`src/hw/rtl/rbm_pkg.sv`:
```
`default_nettype none

package rbm_pkg;

    // Field widths of one bus access and of one translation result.
    localparam int unsigned ADDR_W     = 16;
    localparam int unsigned DATA_W     = 8;
    localparam int unsigned MAP_W      = 21;
    localparam int unsigned IN_TDATA_W = 24;
    localparam int unsigned OUT_TDATA_W = 24;

    // Configuration register widths and indexes.
    localparam int unsigned ROM_COUNT_W = 8;
    localparam int unsigned RAM_COUNT_W = 3;
    localparam int unsigned CFG_INDEX_W = 1;
    localparam int unsigned CFG_DATA_W  = 8;

    localparam logic [CFG_INDEX_W-1:0] CFG_ROM_BANK_COUNT = 1'd0;
    localparam logic [CFG_INDEX_W-1:0] CFG_RAM_BANK_COUNT = 1'd1;

    localparam logic [ROM_COUNT_W-1:0] ROM_COUNT_RESET = 8'd2;
    localparam logic [RAM_COUNT_W-1:0] RAM_COUNT_RESET = 3'd0;

    // Banking thresholds: upper bits matter only above these counts.
    localparam logic [ROM_COUNT_W-1:0] ROM_COUNT_SMALL_MAX = 8'h20;
    localparam logic [RAM_COUNT_W-1:0] RAM_COUNT_SMALL_MAX = 3'd1;

    // Access kind carried in tuser.
    localparam logic REQ_READ  = 1'b0;
    localparam logic REQ_WRITE = 1'b1;

    // Value in the low nibble that enables external RAM.
    localparam logic [3:0] RAM_ENABLE_KEY = 4'hA;

    // Address regions, decoded from address bits 15:13.
    localparam logic [2:0] REGION_RAM_ENABLE = 3'd0;
    localparam logic [2:0] REGION_ROM_BANK   = 3'd1;
    localparam logic [2:0] REGION_UPPER_BANK = 3'd2;
    localparam logic [2:0] REGION_MODE       = 3'd3;
    localparam logic [2:0] REGION_EXT_RAM    = 3'd5;

endpackage : rbm_pkg

`default_nettype wire

```
`src/hw/rtl/rom_ram_bank_mapper.sv`:
```
// Cartridge ROM/RAM bank mapper.
// Input channel (s_axis_*): one CPU bus transaction per item. tuser holds the
// access kind (0 read, 1 write); tdata holds the bus address and write data.
// Output channel (m_axis_*): one result per input transaction, in order.
// tuser flags whether the access was handled and whether it targets RAM;
// tdata holds the translated ROM or RAM byte address.
// Writes to the ROM range load the RAM enable, low ROM bank, upper bank bits
// and banking mode; the next transaction already sees the new values.
// The result passes through one input register, then the decode and bank
// logic into the result register. Throughput is one transaction per cycle
// while the receiver takes results; the logic is masks and muxes only.
// When the receiver stalls, the result register holds; an empty input register
// still takes one more transaction, then tready drops until tready returns.
// Configuration (cfg_*) sets the ROM and RAM bank counts; write it only while
// no transaction is in flight. Reset clears both stages and loads RAM disabled,
// low bank 1, upper bits 0, mode 0, 2 ROM banks and no RAM banks.
`default_nettype none

module rom_ram_bank_mapper (
    input  wire logic                               clk,
    input  wire logic                               rst_n,

    // Configuration write port.
    input  wire logic                               cfg_we,
    input  wire logic [rbm_pkg::CFG_INDEX_W-1:0]    cfg_index,
    input  wire logic [rbm_pkg::CFG_DATA_W-1:0]     cfg_data,

    // Bus access stream.
    input  wire logic                               s_axis_tvalid,
    output logic                                    s_axis_tready,
    // [15:0] bus_address, [23:16] write_data
    input  wire logic [rbm_pkg::IN_TDATA_W-1:0]     s_axis_tdata,
    // [0] req_type
    input  wire logic                               s_axis_tuser,

    // Translation result stream.
    output logic                                    m_axis_tvalid,
    input  wire logic                               m_axis_tready,
    // [20:0] mapped_address, [23:21] zero
    output logic [rbm_pkg::OUT_TDATA_W-1:0]         m_axis_tdata,
    // [0] accepted, [1] to_ram
    output logic [1:0]                              m_axis_tuser
);
    import rbm_pkg::*;

    // Configuration registers.
    logic [ROM_COUNT_W-1:0] rom_bank_count_reg;
    logic [RAM_COUNT_W-1:0] ram_bank_count_reg;

    // Bank state.
    logic       ram_enabled_reg;
    logic [4:0] low_rom_bank_reg;
    logic [1:0] upper_bank_bits_reg;
    logic       banking_mode_reg;

    logic       ram_enabled_next;
    logic [4:0] low_rom_bank_next;
    logic [1:0] upper_bank_bits_next;
    logic       banking_mode_next;

    // Input stage.
    logic              in_valid_reg;
    logic              req_type_reg;
    logic [ADDR_W-1:0] bus_address_reg;
    logic [DATA_W-1:0] write_data_reg;

    // Result stage.
    logic             out_valid_reg;
    logic             accepted_reg;
    logic             to_ram_reg;
    logic [MAP_W-1:0] mapped_address_reg;

    logic             accepted_next;
    logic             to_ram_next;
    logic [MAP_W-1:0] mapped_address_next;

    logic out_free;
    logic advance;
    logic big_rom;
    logic multi_ram;
    logic [2:0] region;
    logic [4:0] bank_write;

    // Pipeline flow control.
    assign out_free      = !out_valid_reg || m_axis_tready;
    assign advance       = in_valid_reg && out_free;
    assign s_axis_tready = !in_valid_reg || out_free;

    assign m_axis_tvalid = out_valid_reg;
    assign m_axis_tdata  = {{(OUT_TDATA_W - MAP_W){1'b0}}, mapped_address_reg};
    assign m_axis_tuser  = {to_ram_reg, accepted_reg};

    // Configuration writes.
    always_ff @(posedge clk or negedge rst_n)
    begin
        if (!rst_n)
        begin
            rom_bank_count_reg <= ROM_COUNT_RESET;
            ram_bank_count_reg <= RAM_COUNT_RESET;
        end
        else if (cfg_we)
        begin
            case (cfg_index)
                CFG_ROM_BANK_COUNT: rom_bank_count_reg <= cfg_data[ROM_COUNT_W-1:0];
                CFG_RAM_BANK_COUNT: ram_bank_count_reg <= cfg_data[RAM_COUNT_W-1:0];
                default:
                begin
                end
            endcase
        end
    end

    // Input register.
    always_ff @(posedge clk or negedge rst_n)
    begin
        if (!rst_n)
        begin
            in_valid_reg <= 1'b0;
        end
        else if (s_axis_tready)
        begin
            in_valid_reg <= s_axis_tvalid;
        end
    end

    always_ff @(posedge clk)
    begin
        if (s_axis_tready && s_axis_tvalid)
        begin
            req_type_reg    <= s_axis_tuser;
            bus_address_reg <= s_axis_tdata[ADDR_W-1:0];
            write_data_reg  <= s_axis_tdata[ADDR_W +: DATA_W];
        end
    end

    assign region     = bus_address_reg[15:13];
    assign big_rom    = rom_bank_count_reg > ROM_COUNT_SMALL_MAX;
    assign multi_ram  = ram_bank_count_reg > RAM_COUNT_SMALL_MAX;
    assign bank_write = (write_data_reg[4:0] == 5'd0) ? 5'd1 : write_data_reg[4:0];

    // Decode the access, update bank state and form the translated address.
    always_comb
    begin
        ram_enabled_next     = ram_enabled_reg;
        low_rom_bank_next    = low_rom_bank_reg;
        upper_bank_bits_next = upper_bank_bits_reg;
        banking_mode_next    = banking_mode_reg;
        accepted_next        = 1'b0;
        to_ram_next          = 1'b0;
        mapped_address_next  = '0;

        if (!bus_address_reg[15])
        begin
            accepted_next = 1'b1;
            if (req_type_reg == REQ_WRITE)
            begin
                case (region)
                    REGION_RAM_ENABLE:
                        ram_enabled_next = (write_data_reg[3:0] == RAM_ENABLE_KEY);
                    REGION_ROM_BANK:
                        low_rom_bank_next = bank_write;
                    REGION_UPPER_BANK:
                        upper_bank_bits_next = write_data_reg[1:0];
                    REGION_MODE:
                        banking_mode_next = write_data_reg[0];
                    default:
                    begin
                    end
                endcase
            end
            else if (!bus_address_reg[14])
            begin
                // Fixed bank area: upper bits apply only in mode 1 on large carts.
                mapped_address_next = {
                    (banking_mode_reg && big_rom) ? upper_bank_bits_reg : 2'b00,
                    5'd0,
                    bus_address_reg[13:0]
                };
            end
            else
            begin
                // Switchable bank area.
                mapped_address_next = {
                    big_rom ? upper_bank_bits_reg : 2'b00,
                    low_rom_bank_reg,
                    bus_address_reg[13:0]
                };
            end
        end
        else if (region == REGION_EXT_RAM && ram_enabled_reg)
        begin
            // External RAM, same rule for reads and writes.
            accepted_next       = 1'b1;
            to_ram_next         = 1'b1;
            mapped_address_next = {
                6'd0,
                (banking_mode_reg && multi_ram) ? upper_bank_bits_reg : 2'b00,
                bus_address_reg[12:0]
            };
        end
    end

    // Bank state updates as each transaction leaves the input stage.
    always_ff @(posedge clk or negedge rst_n)
    begin
        if (!rst_n)
        begin
            ram_enabled_reg     <= 1'b0;
            low_rom_bank_reg    <= 5'd1;
            upper_bank_bits_reg <= 2'd0;
            banking_mode_reg    <= 1'b0;
        end
        else if (advance)
        begin
            ram_enabled_reg     <= ram_enabled_next;
            low_rom_bank_reg    <= low_rom_bank_next;
            upper_bank_bits_reg <= upper_bank_bits_next;
            banking_mode_reg    <= banking_mode_next;
        end
    end

    // Result register.
    always_ff @(posedge clk or negedge rst_n)
    begin
        if (!rst_n)
        begin
            out_valid_reg <= 1'b0;
        end
        else if (out_free)
        begin
            out_valid_reg <= in_valid_reg;
        end
    end

    always_ff @(posedge clk)
    begin
        if (advance)
        begin
            accepted_reg       <= accepted_next;
            to_ram_reg         <= to_ram_next;
            mapped_address_reg <= mapped_address_next;
        end
    end

endmodule : rom_ram_bank_mapper

`default_nettype wire
```
`config.mk`:
```
export PLATFORM = sky130hd
export DESIGN_NAME = rom_ram_bank_mapper
export DESIGN_NICKNAME = d
export VERILOG_FILES = /design/src/hw/rtl/rbm_pkg.sv /design/src/hw/rtl/rom_ram_bank_mapper.sv
export SDC_FILE = /design/constraint.sdc
export NUM_CORES = 1
export LEC_CHECK = 0
export ABC_AREA = 1
export BUFFER_PORTS_ARGS = -buffer_cell sky130_fd_sc_hd__buf_2
export CAP_MARGIN = 10
export CORE_MARGIN = 4
export CORE_UTILIZATION = 50
export CTS_BUF_LIST = sky130_fd_sc_hd__clkbuf_2
export DETAILED_ROUTE_END_ITERATION = 8
export PLACE_DENSITY = 0.76
export SLEW_MARGIN = 10
export SYNTH_ARGS = -nofsm -noshare
export SYNTH_HDL_FRONTEND = slang
export SYNTH_SLANG_ARGS = --single-unit
```
`constraint.sdc`:
```
create_clock -name clk -period 1.7 [get_ports clk]
set_input_delay 0.255 -clock clk [delete_from_list [all_inputs] [get_ports clk]]
set_output_delay 0.255 -clock clk [all_outputs]
set_load 0.1 [all_outputs]
```
### After elaboration in Yosys (flattened, before gate mapping)

Cells that the tools add are included.
Widths: inputs -> output; s select.

* reduce and logical (&&, ||, !) cells: 17
* shifts and indexed selects: 0
* $lt $le $gt $ge: 2
* $add $sub $neg: 0
* bitwise logic cells: 2
* $mul: 0
* muxes and demuxes: 9
* equal/unequal tests: 5
* div/mod/pow operators: 0

Operator list (number)
* $mux 21: 3
* $reduce_and 4->1: 4
* $mux 15: 1
* $gt 8x6->1 const B: 1
* $eq 3x2->1 const B: 2
* $mux 2: 3
* $logic_and 1x1->1: 5
* $logic_not 5->1: 1
* $mux 5: 1
* $eq 4x4->1 const B: 1
* $reduce_and 2->1: 2
* $eq 3x1->1 const B: 1
* $eq 3x3->1 const B: 1
* $gt 3x1->1 const B: 1
* $logic_not 3->1: 1
* $logic_not 1->1: 2
* $logic_or 1x1->1: 2
* $not 1->1: 2
* $mux 1: 1

* bits in registers: 67
* bits of input ports: 39
* word-level logic and storage cells: 49
* memories: 0
* RAM bits: 0
* output and inout port bits: 28
* memory bits (read-only): 0
* latch bits: 0

### Depth between registers and ports, before layout

Gate-level depths: netlist of the first run.

* word-level depth: 6
* mapped depth: 6
* gate-level depth less buffers: 6

### Worst setup path before layout of the first run

OpenSTA, ideal clock, no wires.

* kind: reg2reg
* start: reg out_valid_reg, in the netlist m_axis_tvalid
* end: reg bus_address_reg[0] (enable)
* stages on the path, launching flop included: 4
* setup time: 348 ps
* required time: 1352 ps
* path slack: -1250 ps
* data arrival time: 2602 ps
* path buffers: 0
* clock period less this slack: 2950 ps
* cells stage by stage: dfrtp_1 nand3_1 nand2_1 inv_1

* cells in the longest elaborated chain, start to end: 4

RTL lines
* from (decl): RTL line rom_ram_bank_mapper.sv:68 `logic out_valid_reg;`
* from (signal assigned): RTL line rom_ram_bank_mapper.sv:231 `out_valid_reg <= in_valid_reg;`
* $logic_not 1->1: RTL line rom_ram_bank_mapper.sv:85 `assign out_free = !out_valid_reg || m_axis_tready;`
* $logic_or 1x1->1: RTL line rom_ram_bank_mapper.sv:85
* $logic_or 1x1->1: RTL line rom_ram_bank_mapper.sv:87 `assign s_axis_tready = !in_valid_reg || out_free;`
* named net s_axis_tready: RTL line rom_ram_bank_mapper.sv:30 `output logic s_axis_tready,`
* $logic_and 1x1->1: RTL line rom_ram_bank_mapper.sv:128 `if (s_axis_tready && s_axis_tvalid)`
* to (signal assigned): RTL line rom_ram_bank_mapper.sv:131 `bus_address_reg <= s_axis_tdata[ADDR_W-1:0];`
* to (decl): RTL line rom_ram_bank_mapper.sv:64 `logic [ADDR_W-1:0] bus_address_reg;`

The timed path passes the listed nets, and every way through them passes these cells.
A chain may end at the register's enable or synchronous reset.

### Final worst setup path of the first run

* start: reg out_valid_reg, in the netlist m_axis_tvalid
* end: out s_axis_tready

* cells in the longest elaborated chain, start to end: 3

RTL lines (RTL line)
* $logic_not 1->1: rom_ram_bank_mapper.sv:85
* $logic_or 1x1->1: rom_ram_bank_mapper.sv:85
* $logic_or 1x1->1: rom_ram_bank_mapper.sv:87
* to (decl): rom_ram_bank_mapper.sv:30

Every way passes these cells.

==> results.toml, run 1 <==
[die]
start_util = 0.516
die_w_um = 80.6
die_area_sq_um = 6500
core-area_sq_um = 5110
ioPinCount = 67
die_h_um = 80.6
fp-row-count = 26

[finish]
n_antenna_cell = 0
fin_nets = 365
fin_area_sq_um = 3440
largest_reg_flops = 21
drive_gt1_frac = 0.305
synthToLayoutAreaGrowth_pct = 30.6
instances_no_fill = 401
final_core_util = 0.674

[cts]
cts_tree = "done"
cts_made_buffers = 9
clockBufferDepth = 2
path_clk_slew_ns = 0.17
insertion_delay_ns = 0.47
clockRootBuffer = "clkbuf_2"
htree_num_levels = 3
clock-sinks = 66

[pwr]
powerDensity_nw_per_um2 = 1070
power.leakage_nw = 1.58
p_int_mw = 2.36
p_comb_frac = 0.255
p_switching_mw = 1.33
clockPowerShare = 0.193
seq_power_share = 0.553
ir_worst_vdd_uv = 621
switching_share = 0.361

[logic_synthesis]
syn_area_sq_um = 2640
synth_top_family_by_area = "simple AND/OR/NAND/NOR gates"
syn_inst = 228
synth_fa_ha_area_frac = 0
synth-compound-area-share = 0.0166
yosys-mux-area-fraction = 0
ys_ff_latch = 66
synthXorXnorAreaFrac = 0
ys_types = 20
synth_warnings = 0
syn_area_per_cell_sq_um = 11.6
synth_simple_gate_area_share = 0.199
synth-seq-area-share = 0.713

[setup_path]
path_class = "reg2out"
cp.arrival_ns = 1.34
cp-end-kind = "output pin"
critPathRequiredTime_ns = 1.44
cp-start-kind = "register"
critPathMaxFanout = 4

[grt]
grt_antenna_before_repair = 0
grt_pass1_vias = 1741
grt_max_degree = 23
overflow = 0
grt_use_total = 0.163
grt_pass1_wl_um = 7690

[detailed_routing]
wl_per_cell_um = 11.5
postRouteWirelength_um = 4600
post-route-drc-count = 0
num_vias = 1811
ant_nets = 0
dr.pass1.iters = 4
vias_per_cell = 4.52
drt_iter0_drc = 96

[timing]
post-route-period-util = 0.939
setup_slack_ns = 0.105
hold_viol = 0
rsz0062_at_grt = "no"
max_freq_mhz = 627
setup_viol = 0
finClkSkew_ns = 0.0306
finalWorstPathRequiredPeriod_ns = 1.60
slew_viol_final = 0

[placement]
gp_congestion = 0.767
port_buffers = 60
dp_cells = 354
placed_cell_area_sq_um = 3040
dpl.hpwl_um = 3060
place_ws_ns = 0.171

[min_path]
hp-class = "in2reg"

[job]
max-cap-violations = 0

[status]
status = "finished clean"
-- layout by cell type, fill, tap and decap left out --
| cell type | synthesis | layout |
|---|---|---|
| conb_1 | 1 | 3 |
| a21oi_1 | 1 | 1 |
| clkbuf_4 | 0 | 1 |
| nor2_1 | 20 | 20 |
| buf_12 | 1 | 2 |
| edfxtp_1 | 45 | 45 |
| clkinv_1 | 0 | 1 |
| nor3_1 | 3 | 3 |
| o21ai_0 | 6 | 6 |
| clkinvlp_4 | 0 | 2 |
| nand3_4 | 0 | 1 |
| nand3_1 | 19 | 18 |
| buf_2 | 2 | 58 |
| nand2_4 | 1 | 2 |
| nor2_4 | 5 | 5 |
| a21oi_4 | 0 | 1 |
| inv_1 | 30 | 29 |
| nor2_2 | 9 | 9 |
| nand2_2 | 1 | 1 |
| dfrtp_4 | 0 | 1 |
| dfrtp_1 | 19 | 18 |
| inv_2 | 1 | 1 |
| clkinv_4 | 0 | 1 |
| buf_6 | 0 | 1 |
| clkinv_2 | 0 | 3 |
| clkbuf_2 | 0 | 10 |
| dfstp_2 | 2 | 2 |
| dlygate4sd3_1 | 0 | 31 |
| nand2_1 | 56 | 55 |
-- path summary, 6_finish.rpt --
path / startpoint / to / slack [ns] / cells after the start
max: m_axis_tvalid / s_axis_tready / 0.10 / 2
min: cfg_we / rom_bank_count_reg[3] / 0.08 / 3
max reg2reg: m_axis_tvalid / bus_address_reg[0] / 0.27 / 3
min reg2reg: low_rom_bank_reg[0] / low_rom_bank_reg[0] / 0.49 / 2
max in group asynchronous: rst_n / m_axis_tvalid / 1.07 / 2
min in group asynchronous: rst_n / low_rom_bank_reg[3] / 0.25 / 2
-- layer usage --
layer,vias up,part of all wire,GRT usage
met4,0,0.021,0.103
met5,-,0,0
met2,48,0.53,0.270
met1,830,0.39,0.190
li1,924,-,-
met3,9,0.052,0.0381
-- power groups by stage --
| stage | Combinational [mW] | Sequential, mW | Clock [mW] |
|---|---|---|---|
| after detailed placement | 0.887 | 2.08 | 0 |
| after global placement | 0.874 | 2.07 | 0 |
| after CTS | 0.946 | 2.04 | 0.748 |
| after global routing | 1.02 | 2.07 | 0.822 |
| final | 0.943 | 2.04 | 0.712 |
| after floorplan | 0.331 | 2.46 | 0 |
-- cells in the mapped netlist, drive strengths merged --
library cell	n	share of area
nor3	3	0.0057
nand2	58	0.086
edfxtp	45	0.51
inv	31	0.044
dfrtp	19	0.18
dfstp	2	0.020
o21ai	6	0.011
buf	8	0.026
nand3	19	0.036
nor2	34	0.071
a21oi	2	0.0052
conb	1	0.0014
-- worst max-delay path: stages (launching register included) --
cell	delay, ns
dfrtp_4	0.54
nand3_4	0.12
buf_6	0.23
-- stage by stage --
step                TNS [ns]  hold slack, ns  power, mW
finish                     0          0.0758       3.70
floorplan              -2.47         -0.0406       2.79
global route               0          0.0434       3.90
global placement           0           0.237       2.95
detailed placement         0           0.246       2.97
CTS                        0          0.0117       3.74
-- cell families after synthesis --
logic type | Yosys count
DFF | 66
AOI/OAI and AO/OA | 8
buffers and inverters | 39
other | 1
and+or+nand+nor | 114
-- what timing repair did --
action / 4_1_cts / 5_1_grt
gates resized for setup: 2 / 1
hold buffers: 31 / 0
setup buffers: 0 / 0
cloned: 0 / 0
setup endpoints to repair: 1 / 1
hold endpoints to repair: 49 / 0
pin swaps: 0 / 0
-- final cells by class --
class	instances	area [sq um]
multi-input cells	125	608
clock buffers	10	50.0
clock inverters	6	35.0
repair buffers	93	659
well taps	70	87.6
flip-flops and latches	66	1880
fillers	378	1660
inverters	31	120
Power figures use the tool's default switching activity.
==> run 2, diff against run 1 <==
- BUFFER_PORTS_ARGS: -buffer_cell sky130_fd_sc_hd__buf_2 -> -buffer_cell sky130_fd_sc_hd__clkbuf_2
- CTS_CLUSTER_DIAMETER: default -> 40
==> run 2 against run 1 <==
Against the previous run: critical path depth unchanged; die area unchanged; worst setup slack about the same; via count up 0.33%; largest power group unchanged.
==> results.toml, run 2 (same netlist as run 1, synthesis figures left out) <==
[timing]
slew_viol_final = 0
max_slew_margin = 0.633
fin_tns_setup_ns = 0
rsz0062_at_grt = "no"
max_freq_mhz = 627
worstMarginPinSlew_ns = 0.551
finalWorstPathRequiredPeriod_ns = 1.60
finClkSkew_ns = 0.0213
post-route-period-util = 0.938
hold_viol = 0
setup_viol = 0
holdWs_ns = 0.0380

[detailed_routing]
dr.pass1.iters = 6
wl_per_cell_um = 11.9
post-route-drc-count = 0
drt_iter0_drc = 80
vias_per_cell = 4.52
ant_nets = 0
postRouteWirelength_um = 4790
num_vias = 1817

[finish]
fin_nets = 366
n_antenna_cell = 0
layout_commonest_cell = "clkbuf_2"
synthToLayoutAreaGrowth_pct = 32.0
largest_reg_flops = 21
final_cell_mix = "clkbuf_2, nand2_1, edfxtp_1"
fill_cells = 392
drive_gt1_frac = 0.304
fin_area_sq_um = 3480

[pwr]
p_switching_mw = 1.39
switching_share = 0.358
powerDensity_nw_per_um2 = 1120
power.leakage_nw = 1.59
p_comb_frac = 0.241
totalPowerFinal_mw = 3.90
seq_power_share = 0.526
ir_worst_vdd_uv = 606
p_int_mw = 2.50
clockPowerShare = 0.233

[grt]
grt_pass1_wl_um = 7910
grt_pass1_vias = 1841
grt_max_degree = 23
grt_use_total = 0.167
overflow = 0
grt_antenna_before_repair = 0

[setup_path]
cp_slowest_cell = "dfrtp_4"
critPathRequiredTime_ns = 1.44
worstSetupEndpoint = "s_axis_tready"
critPathMaxStageDelay_ns = 0.55
critPathMaxFanout = 4
reg2reg_to = "write_data_reg[1]"
r2r_setup_slack_ns = 0.26
worstSetupStartpoint = "m_axis_tvalid"
reg2reg_from = "m_axis_tvalid"
cp.arrival_ns = 1.34
cp-start-kind = "register"
crit_chain = "nand3_4, buf_12"
path_class = "reg2out"
cp-end-kind = "output pin"
r2r_cells = 3

[die]
die_area_sq_um = 6500
fp-row-count = 26
core-area_sq_um = 5110
die_h_um = 80.6
ioPinCount = 67
die_w_um = 80.6
start_util = 0.516

[cts]
path_clk_slew_ns = 0.18
clockRootBuffer = "clkbuf_2"
cts_made_buffers = 9
cts_tree = "done"
clockBufferDepth = 2
clock-sinks = 66
post-cts-setup-buffer-count = 0
insertion_delay_ns = 0.50
htree_num_levels = 3

[placement]
port_buffers = 60
gp_congestion = 0.779
placed_cell_area_sq_um = 3030
dpl.hpwl_um = 3170

[job]
max-cap-violations = 0

[status]
status = "finished clean"

[min_path]
hp-class = "in2reg"
run 2: cell count changes in the layout (fill, tap and decap cells not counted), sizes merged:
cell | previous run | this run
clkinv | 5 | 3
clkbuf | 11 | 68
buf | 61 | 3
bufinv | 0 | 1
dlygate4sd3 | 31 | 32
clkinvlp | 2 | 4
run 2: worst min-delay path by stage:
stage	start	end	slack (ns)	cells after the start
4_1_cts	cfg_we	rom_bank_count_reg[3]	0.007	3
3_5_place_dp	rst_n	m_axis_tvalid	0.27	1
6_report	cfg_we	rom_bank_count_reg[3]	0.04	3
3_3_place_gp	rst_n	m_axis_tvalid	0.25	1
2_1_floorplan	rst_n	banking_mode_reg	-0.04	0
5_1_grt	cfg_we	rom_bank_count_reg[6]	0.01	3
run 2: timing repair:
item,CTS,global route
setup endpoints to repair,2,1
resized for setup,2,2
hold endpoints to repair,52,0
hold buffers,32,0
run 2: area by class of cell:
| cell class | count | area [sq um] | share of cell area |
|---|---|---|---|
| flip-flops and latches | 66 | 1880 | 0.541 |
| repair buffers | 94 | 666 | 0.191 |
| multi-input cells | 125 | 608 | 0.175 |
| inverters | 31 | 120 | 0.0345 |
| well taps | 70 | 87.6 | 0.0252 |
| clock inverters | 7 | 70.1 | 0.0201 |
| clock buffers | 9 | 45.0 | 0.0129 |
run 2: metrics by stage:
| step | cells | worst slack, ns | utilization |
|---|---|---|---|
| finish | 402 | 0.105 | 0.681 |
| global route | 402 | 0.0133 | 0.681 |
| CTS | 402 | 0.0109 | 0.680 |
| detailed placement | 354 | 0.194 | 0.593 |
| global placement | 354 | 0.209 | 0.593 |
| floorplan | 230 | -0.112 | - |
run 2: critical path, delay by kind of cell, from the launching register on:
kind / cells / cell delay [ns]
buffers and inverters: 1 / 0.18
and+or+nand+nor: 1 / 0.13
DFF: 1 / 0.55
run 2: power groups by stage:
stage	logic [mW]	clock network, mW	registers, mW
after floorplan	0.331	0	2.46
after global placement	0.863	0	2.08
after detailed placement	0.877	0	2.09
after CTS	0.941	0.925	2.05
after global routing	1.01	1.01	2.07
final	0.940	0.910	2.05
run 2: routing by layer:
metal	vias to the layer above	GRT usage	part of all wire
met5	-	0	0
met4	0	0.0861	0.025
met3	13	0.0516	0.053
met2	43	0.290	0.53
met1	837	0.182	0.39
li1	924	-	-
==> run 3, diff against run 2 <==
==> constraint.sdc (replaced) <==
create_clock -name clk -period 1.9 [get_ports clk]
set_input_delay 0.19 -clock clk [delete_from_list [all_inputs] [get_ports clk]]
set_output_delay 0.19 -clock clk [all_outputs]
set_load 0.1 [all_outputs]
==> run 3 against run 2 <==
Against the previous run: count of clock-buffer cells in the layout increased by 1; worst setup slack gained 0.060 ns; flip-flop and latch count unchanged; sequential share of layout area is 0.29 points lower; power fell by 12%; die area unchanged; via count rose by 1.3%; sequential power fell by 11%; clock power fell by 16%; critical path depth unchanged; combinational power down 11%.
==> results.toml, run 3 (same netlist as run 1, synthesis figures left out) <==
[finish]
n_antenna_cell = 0
drive_gt1_frac = 0.297
layout_commonest_cell = "clkbuf_2"
final_cell_mix = "clkbuf_2, nand2_1, edfxtp_1"
instances_no_fill = 407
fin_nets = 371
largest_reg_flops = 21
synthToLayoutAreaGrowth_pct = 32.7

[detailed_routing]
post-route-drc-count = 0
vias_per_cell = 4.52
dr.pass1.iters = 4
num_vias = 1840
postRouteWirelength_um = 4790
ant_nets = 0
wl_per_cell_um = 11.8
drt_iter0_drc = 125

[grt]
grt_pass1_vias = 1837
overflow = 0
grt_pass1_wl_um = 7910
grt_max_degree = 23
grt_antenna_before_repair = 0
grt_use_total = 0.166

[setup_path]
cp_num_cells = 2
critPathRequiredTime_ns = 1.71
crit_chain = "nand3_4, clkbuf_2"
cp-end-kind = "output pin"
cp_slowest_cell = "dfrtp_4"
critPathMaxStageDelay_ns = 0.55
reg2reg_from = "m_axis_tvalid"
cp_top_family = "flip-flops"
critPathMaxFanout = 4
path_class = "reg2out"
reg2reg_to = "bus_address_reg[14]"
r2r_setup_slack_ns = 0.41
r2r_cells = 3
cp-start-kind = "register"
crit_buf_inv = 1
worstSetupStartpoint = "m_axis_tvalid"
cp.arrival_ns = 1.55

[timing]
rsz0062_at_grt = "no"
slew_viol_final = 0
max_slew_margin = 0.625
fin_tns_setup_ns = 0
setup_viol = 0
post-route-period-util = 0.913
max_freq_mhz = 576
hold_viol = 0
finClkSkew_ns = 0.0346
finalWorstPathRequiredPeriod_ns = 1.74
worstMarginPinSlew_ns = 0.566

[pwr]
power.leakage_nw = 1.60
powerDensity_nw_per_um2 = 982
ir_worst_vdd_uv = 532
totalPowerFinal_mw = 3.43

[cts]
clock-sinks = 66
clockRootBuffer = "clkbuf_2"
post-cts-setup-buffer-count = 0
cts_tree = "done"
htree_num_levels = 3
path_clk_slew_ns = 0.15
cts_made_buffers = 9
insertion_delay_ns = 0.47
clockBufferDepth = 2

[min_path]
hold_end = "m_axis_tvalid"
hold-path-cell-count = 4
hp-start = "m_axis_tready"
hp-class = "in2reg"

[die]
fp-row-count = 26
die_h_um = 80.6
start_util = 0.516
ioPinCount = 67
die_area_sq_um = 6500
die_w_um = 80.6
core-area_sq_um = 5110

[placement]
port_buffers = 60
dpl.hpwl_um = 3070
dp_cells = 354
gp_congestion = 0.790

[status]
status = "finished clean"

[job]
max-cap-violations = 0
[run 3: worst max path at each step]
stage / end
5_1_grt: s_axis_tready
3_3_place_gp: bus_address_reg[1]
6_report: s_axis_tready
4_1_cts: s_axis_tready
2_1_floorplan: bus_address_reg[0]
3_5_place_dp: bus_address_reg[12]
[run 3: final cells by class]
class                           instances  area, sq um
Clock buffer                           10         50.0
Clock inverter                          6         58.8
Fill cell                             379         1610
Inverter                               31          120
Multi-Input combinational cell        125          601
Sequential cell                        66         1880
Tap cell                               70         87.6
Timing Repair Buffer                   99          698
[run 3: worst min-delay path, cell delays in order]
cell and delay [ns]:
clkbuf_2 0.08, inv_1 0.09, nand2_1 0.08, nand2_1 0.05
[run 3: stage by stage]
step	worst slack (ns)	hold slack, ns	cell area (sq um)	util
2_1_floorplan	0.0137	-0.106	2660	-
4_1_cts	0.0974	0.0113	3500	0.685
3_5_place_dp	0.390	0.195	3020	0.591
3_3_place_gp	0.438	0.183	3020	0.591
5_1_grt	0.102	0.0451	3500	0.685
6_report	0.165	0.0670	3500	0.685
[run 3: power breakdown]
part	leakage (nW)	switching, mW	internal (mW)	total, mW
Combinational	0.839	0.639	0.197	0.836
Clock	0.0654	0.467	0.300	0.767
Sequential	0.695	0.0886	1.74	1.83
[run 3: what timing repair did]
action | CTS | global route
hold buffers | 37 | 0
endpoints found under the hold margin | 52 | 0
endpoints found under the setup margin | 0 | 0
resized for setup | 0 | 0
[run 3: layer usage]
layer  wire, um  track usage  vias up
met5          0            0        -
met4        158        0.108        0
met3        209       0.0370       14
met2       2530        0.286       48
met1       1890        0.184      841
li1           -            -      937
